===== src/rtl/opw_pkg.sv =====
package opw_pkg;

    localparam int MAX_BINS_DEF = 256;
    localparam int MAX_RADIUS_DEF = 7;
    localparam int SAMPLE_W = 16;
    localparam int SUM_W = 24;
    localparam int COUNT_W = 8;
    localparam int LUMA_W = 34;
    localparam logic [15:0] W_RED = 16'd19661;
    localparam logic [15:0] W_GREEN = 16'd38666;
    localparam logic [15:0] W_BLUE = 16'd7209;
    localparam logic [7:0] COUNT_LIMIT = 8'd255;
    localparam logic [7:0] LEVEL_RESET = 8'd30;

    localparam int CFG_IDX_W = 1;
    localparam logic [CFG_IDX_W-1:0] REG_LEVEL_COUNT = 1'b0;
    localparam logic [CFG_IDX_W-1:0] REG_DEEP_SAMPLES = 1'b1;

    typedef struct packed {
        logic [SAMPLE_W-1:0] red;
        logic [SAMPLE_W-1:0] green;
        logic [SAMPLE_W-1:0] blue;
        logic [7:0]          bin;
        logic                add;
        logic                last;
        logic [SAMPLE_W-1:0] alpha;
    } work_t;

endpackage


===== src/rtl/opw_front.sv =====
module opw_front
(
    input  logic                 clk,
    input  logic                 rst_n,
    input  logic                 in_valid,
    output logic                 in_ready,
    input  logic [15:0]          red,
    input  logic [15:0]          green,
    input  logic [15:0]          blue,
    input  logic                 in_image,
    input  logic                 is_last,
    input  logic [15:0]          center_alpha,
    input  logic [7:0]           levels,
    input  logic                 deep,
    output logic                 wk_valid,
    input  logic                 wk_ready,
    output opw_pkg::work_t       wk
);

    localparam logic [42:0] DEN_DEEP    = 43'hFFFF << 16;
    localparam logic [42:0] DEN_SHALLOW = 43'hFF << 16;

    // Stage one forms the luma; stage two quantizes it to a bin.
    logic                 s1_valid_reg;
    logic [15:0]          s1_r_reg, s1_g_reg, s1_b_reg, s1_a_reg;
    logic                 s1_add_reg, s1_last_reg;
    logic [33:0]          s1_luma_reg;
    logic                 s2_valid_reg;
    opw_pkg::work_t       s2_reg;
    logic [15:0]          mr, mg, mb;
    logic                 adv2, adv1;

    assign mr = deep ? red : {8'd0, red[7:0]};
    assign mg = deep ? green : {8'd0, green[7:0]};
    assign mb = deep ? blue : {8'd0, blue[7:0]};

    assign adv2 = !s2_valid_reg || wk_ready;
    assign adv1 = !s1_valid_reg || adv2;
    assign in_ready = adv1;

    logic [7:0] bin_c;
    always_comb
    begin
        logic [42:0] t;
        logic [42:0] a;
        logic [42:0] quo;
        // The quotient never exceeds 255, so the reciprocal forms below are exact.
        t = {8'd0, s1_luma_reg, 1'b0} * {35'd0, levels} + (deep ? DEN_DEEP : DEN_SHALLOW);
        a = t >> 17;
        if (deep)
            quo = (a + (a >> 16) + 43'd1) >> 16;
        else
            quo = (a + (a >> 8) + 43'd1) >> 8;
        if (quo > {35'd0, levels})
            bin_c = levels;
        else
            bin_c = quo[7:0];
    end

    always_ff @(posedge clk or negedge rst_n)
    begin
        if (!rst_n)
        begin
            s1_valid_reg <= 1'b0;
            s2_valid_reg <= 1'b0;
        end
        else
        begin
            if (adv1)
                s1_valid_reg <= in_valid;
            if (adv2)
                s2_valid_reg <= s1_valid_reg;
        end
    end

    always_ff @(posedge clk)
    begin
        if (adv1 && in_valid)
        begin
            s1_r_reg    <= mr;
            s1_g_reg    <= mg;
            s1_b_reg    <= mb;
            s1_a_reg    <= center_alpha;
            s1_add_reg  <= in_image;
            s1_last_reg <= is_last;
            s1_luma_reg <= {18'd0, mr} * opw_pkg::W_RED + {18'd0, mg} * opw_pkg::W_GREEN
                         + {18'd0, mb} * opw_pkg::W_BLUE;
        end
        if (adv2 && s1_valid_reg)
        begin
            s2_reg.red   <= s1_r_reg;
            s2_reg.green <= s1_g_reg;
            s2_reg.blue  <= s1_b_reg;
            s2_reg.alpha <= s1_a_reg;
            s2_reg.add   <= s1_add_reg;
            s2_reg.last  <= s1_last_reg;
            s2_reg.bin   <= bin_c;
        end
    end

    assign wk_valid = s2_valid_reg;
    assign wk = s2_reg;

endmodule


===== config.mk =====
export PLATFORM = sky130hd
export DESIGN_NAME = opw_front
export DESIGN_NICKNAME = d
export VERILOG_FILES = /design/src/rtl/opw_pkg.sv /design/src/rtl/opw_front.sv
export SDC_FILE = /design/constraint.sdc
export NUM_CORES = 2
export LEC_CHECK = 0
export BUFFER_PORTS_ARGS = -buffer_cell sky130_fd_sc_hd__buf_2
export CAP_MARGIN = 20
export CELL_PAD_IN_SITES_DETAIL_PLACEMENT = 0
export CELL_PAD_IN_SITES_GLOBAL_PLACEMENT = 2
export CORE_ASPECT_RATIO = 0.75
export CORE_MARGIN = 2
export CORE_UTILIZATION = 38
export CTS_BUF_LIST = sky130_fd_sc_hd__clkbuf_8 sky130_fd_sc_hd__clkbuf_16
export CTS_CLUSTER_DIAMETER = 80
export DETAILED_ROUTE_END_ITERATION = 8
export GPL_TIMING_DRIVEN = 0
export MAX_ROUTING_LAYER = met4
export PLACE_DENSITY = 0.91
export SYNTH_ARGS = -nofsm -noshare
export SYNTH_HDL_FRONTEND = slang
export SYNTH_SLANG_ARGS = --single-unit

===== constraint.sdc =====
create_clock -name clk -period 10.2 [get_ports clk]
set_clock_uncertainty 0.05 [all_clocks]
set_input_delay 1.02 -clock clk [delete_from_list [all_inputs] [get_ports clk]]
set_output_delay 1.02 -clock clk [all_outputs]
set_load 0.05 [all_outputs]

==> run_results.csv <==
group,metric,value,unit
grt,grt_pass1_vias,20614,
critical_path,r2r_setup_slack,-0.88,ns
logic_synthesis,ys_seq_area_share,18.4,%
grt,grt_start_max_net_pins,54,
routing,via_count,19870,
min_path,hold_class,"in -> async",
sta,grt_setup_unrepaired,"true",
placement,numPortBuffers,153,
critical_path,crit_fanout,8,
placement,place.gp.congestion,0.932,
logic_synthesis,synth_flop_cell,"edfxtp_1",
routing,first_iter_violations,1135,
sta,hold_violations,0,
grt,grt_pass1_wl,116,mm
clock_network,h-tree-depth,4,
placement,dp_slack,-3.65,ns
placement,hpwl,61.1,mm
final_layout,drive_gt1_share,14.1,%
floorplan,fp.dieArea,77700,um2
critical_path,crit_path_start_kind,"input port",
floorplan,start_util,38.3,%
critical_path,slowest_stage,"fa_1",
clock_network,path_clk_slew,0.09,ns
floorplan,core-area,75000,um2
routing,drt_first_pass_iters,5,
floorplan,die_width,321,um
clock_network,clockRootBuffer,"clkbuf_16",
logic_synthesis,synth_top_area_cell,"fa_1",
critical_path,worstSetupPathType,"in -> reg",
logic_synthesis,syn_area_per_cell,10.1,um2
sta,worst_pin_slew,0.771,ns
logic_synthesis,syn_inst,2842,
sta,final.setup.tns,-8.12,ns
sta,period_minus_slack,11.25,ns
logic_synthesis,async_flop_share,1.14,%
logic_synthesis,yosys.cell_types.count,96,
routing,wl,72.9,mm
floorplan,die_h,242,um
final_layout,num_antenna_cells,0,
logic_synthesis,synth_commonest_cells,"inv_1, fa_1, ha_1, and2_1",
clock_network,clockBufferDepth,2,
logic_synthesis,synthTopCellsByArea,"fa_1, edfxtp_1, ha_1",
logic_synthesis,synth_most_common_cell,"inv_1",
logic_synthesis,synth_enable_flop_cells,174,
sta,relSlewSlack,48.2,%
routing,vias_per_cell,4.89,
critical_path,crit_arrival,11.45,ns
critical_path,crit_buf_inv,6,
clock_network,tritoncts,"yes",
sta,fin_crit_sh,110,%
logic_synthesis,synth_area,28700,um2
sta,max_freq,88.9,MHz
floorplan,ios,155,
critical_path,critPathTopFamily,"compound AO/OA/AOI/OAI gates",
final_layout,area_delta_synth_final,15.0,%
final_layout,largest_reg_flops,74,
logic_synthesis,yosysTopAreaCellShare,30.8,%
critical_path,slowest_delay,0.57,ns
critical_path,worstSetupEndpointType,"flip-flop",
logic_synthesis,synth_warnings,0,
grt,grt_use_total,20.0,%
job,cap_violations,0,
sta,drv_slew,0,
floorplan,rows,87,
routing,drc_errors,0,
clock_network,numClockSinks,176,
routing,ant_nets,0,
grt,overflow,0,
run_status,status,"complete, but fails checks",
final_layout,nets,4005,
critical_path,required,10.40,ns
run_status,violations,"setup timing",
sta,finalSetupViolCount,8,
logic_synthesis,synth_seq_cells,176,
clock_network,worstSkewPairLatency,0.50,ns
routing,wl_per_cell,17.9,um
critical_path,worst_path_most_repeated_cell,"a21oi_2",
sta,timing.final.ws_setup,-1.05,ns
grt,antenna_found_initial,2,
logic_synthesis,syn_nets,3772,
clock_network,cts_made_buffers,17,
-- path summary, 6_finish.rpt --
kind / endpoint / depth (start not counted) / start
hold reg to reg: wk[60]$_DFFE_PP_ / 0 / s1_r_reg[2]$_DFFE_PP_
setup / recovery: wk[25]$_DFFE_PP_ / 56 / levels[2]
min in group clk: wk[60]$_DFFE_PP_ / 0 / s1_r_reg[2]$_DFFE_PP_
setup reg to reg: wk[25]$_DFFE_PP_ / 52 / s1_luma_reg[1]$_DFFE_PP_
hold / removal: s1_valid_reg$_DFFE_PN0N_ / 1 / rst_n
max in group asynchronous: wk_valid$_DFFE_PN0P_ / 1 / rst_n
-- per-layer routing --
layer | part of all wire [%] | vias up | wire length, um | global-route usage [%]
li1 | - | 9586 | - | -
met1 | 47 | 9790 | 34400 | 27.3
met2 | 45 | 397 | 32800 | 30.4
met3 | 4.8 | 97 | 3490 | 3.75
met4 | 3.0 | 0 | 2180 | 6.16
met5 | 0 | - | 0 | -
-- placed cells by master, fill, tap and decap left out, types with 13 or more instances in the layout --
cell       netlist  layout
inv_1          684     676
fa_1           442     439
ha_1           409     392
and2_1         195     175
edfxtp_1       174     174
nand2_1        174     168
buf_2            2     149
nor2_1          82      80
a21oi_1         91      78
xnor2_1         71      66
o21ai_0         60      54
buf_4            1      53
nand3_1         33      32
clkbuf_16        0      31
a21o_1          27      27
nor3_1          26      25
nand2b_1        20      20
xor2_1          23      20
and2_4           1      20
nand4_1         18      18
nor2b_1         16      16
o21a_1          17      16
and3_1          16      14
a31oi_1         14      13
ha_4             0      13
-- cells by family (layout without fill, tap and decap cells) --
| logic type | after synthesis | count (layout) | share of synthesized area, % |
|---|---|---|---|
| buf+inv | 730 | 976 | 9.59 |
| flops | 176 | 176 | 18.4 |
| xor+xnor | 99 | 99 | 3.15 |
| mux | 16 | 16 | 0.597 |
| compound gates | 337 | 337 | 8.02 |
| simple gates | 631 | 631 | 11.5 |
| fa+ha+maj | 853 | 853 | 48.8 |
-- layout make-up --
type / instances / area (um2)
inverters: 687 / 2580
fillers: 7190 / 42000
well taps: 979 / 1220
plain buffers: 40 / 504
clock buffers: 17 / 425
clock inverters: 15 / 186
multi-input cells: 1936 / 21300
repair buffers: 217 / 1460
flip-flops and latches: 176 / 5280
-- per-stage QoR --
stage | cells | area (um2) | util [%] | hold slack, ns
global route | 4067 | 33000 | 44.0 | 0.222
CTS | 4045 | 32600 | 43.5 | 0.215
finish | 4067 | 33000 | 44.0 | 0.250
global placement | 3974 | 31000 | 41.3 | 0.351
detailed placement | 3976 | 31100 | 41.4 | 0.355
floorplan | 2842 | 29000 | - | 0.350
-- timing repair --
item | CTS | global route
cloned | 4 | 3
buffers inserted | 35 | 20
hold buffers | 0 | 0
gates resized for setup | 119 | 53
pin swaps | 70 | 43
endpoints found under the setup margin | 17 | 11
Power is left out: the tool's default activity adds up to more than one toggle a clock period on the data nets, which glitch-free logic cannot reach.
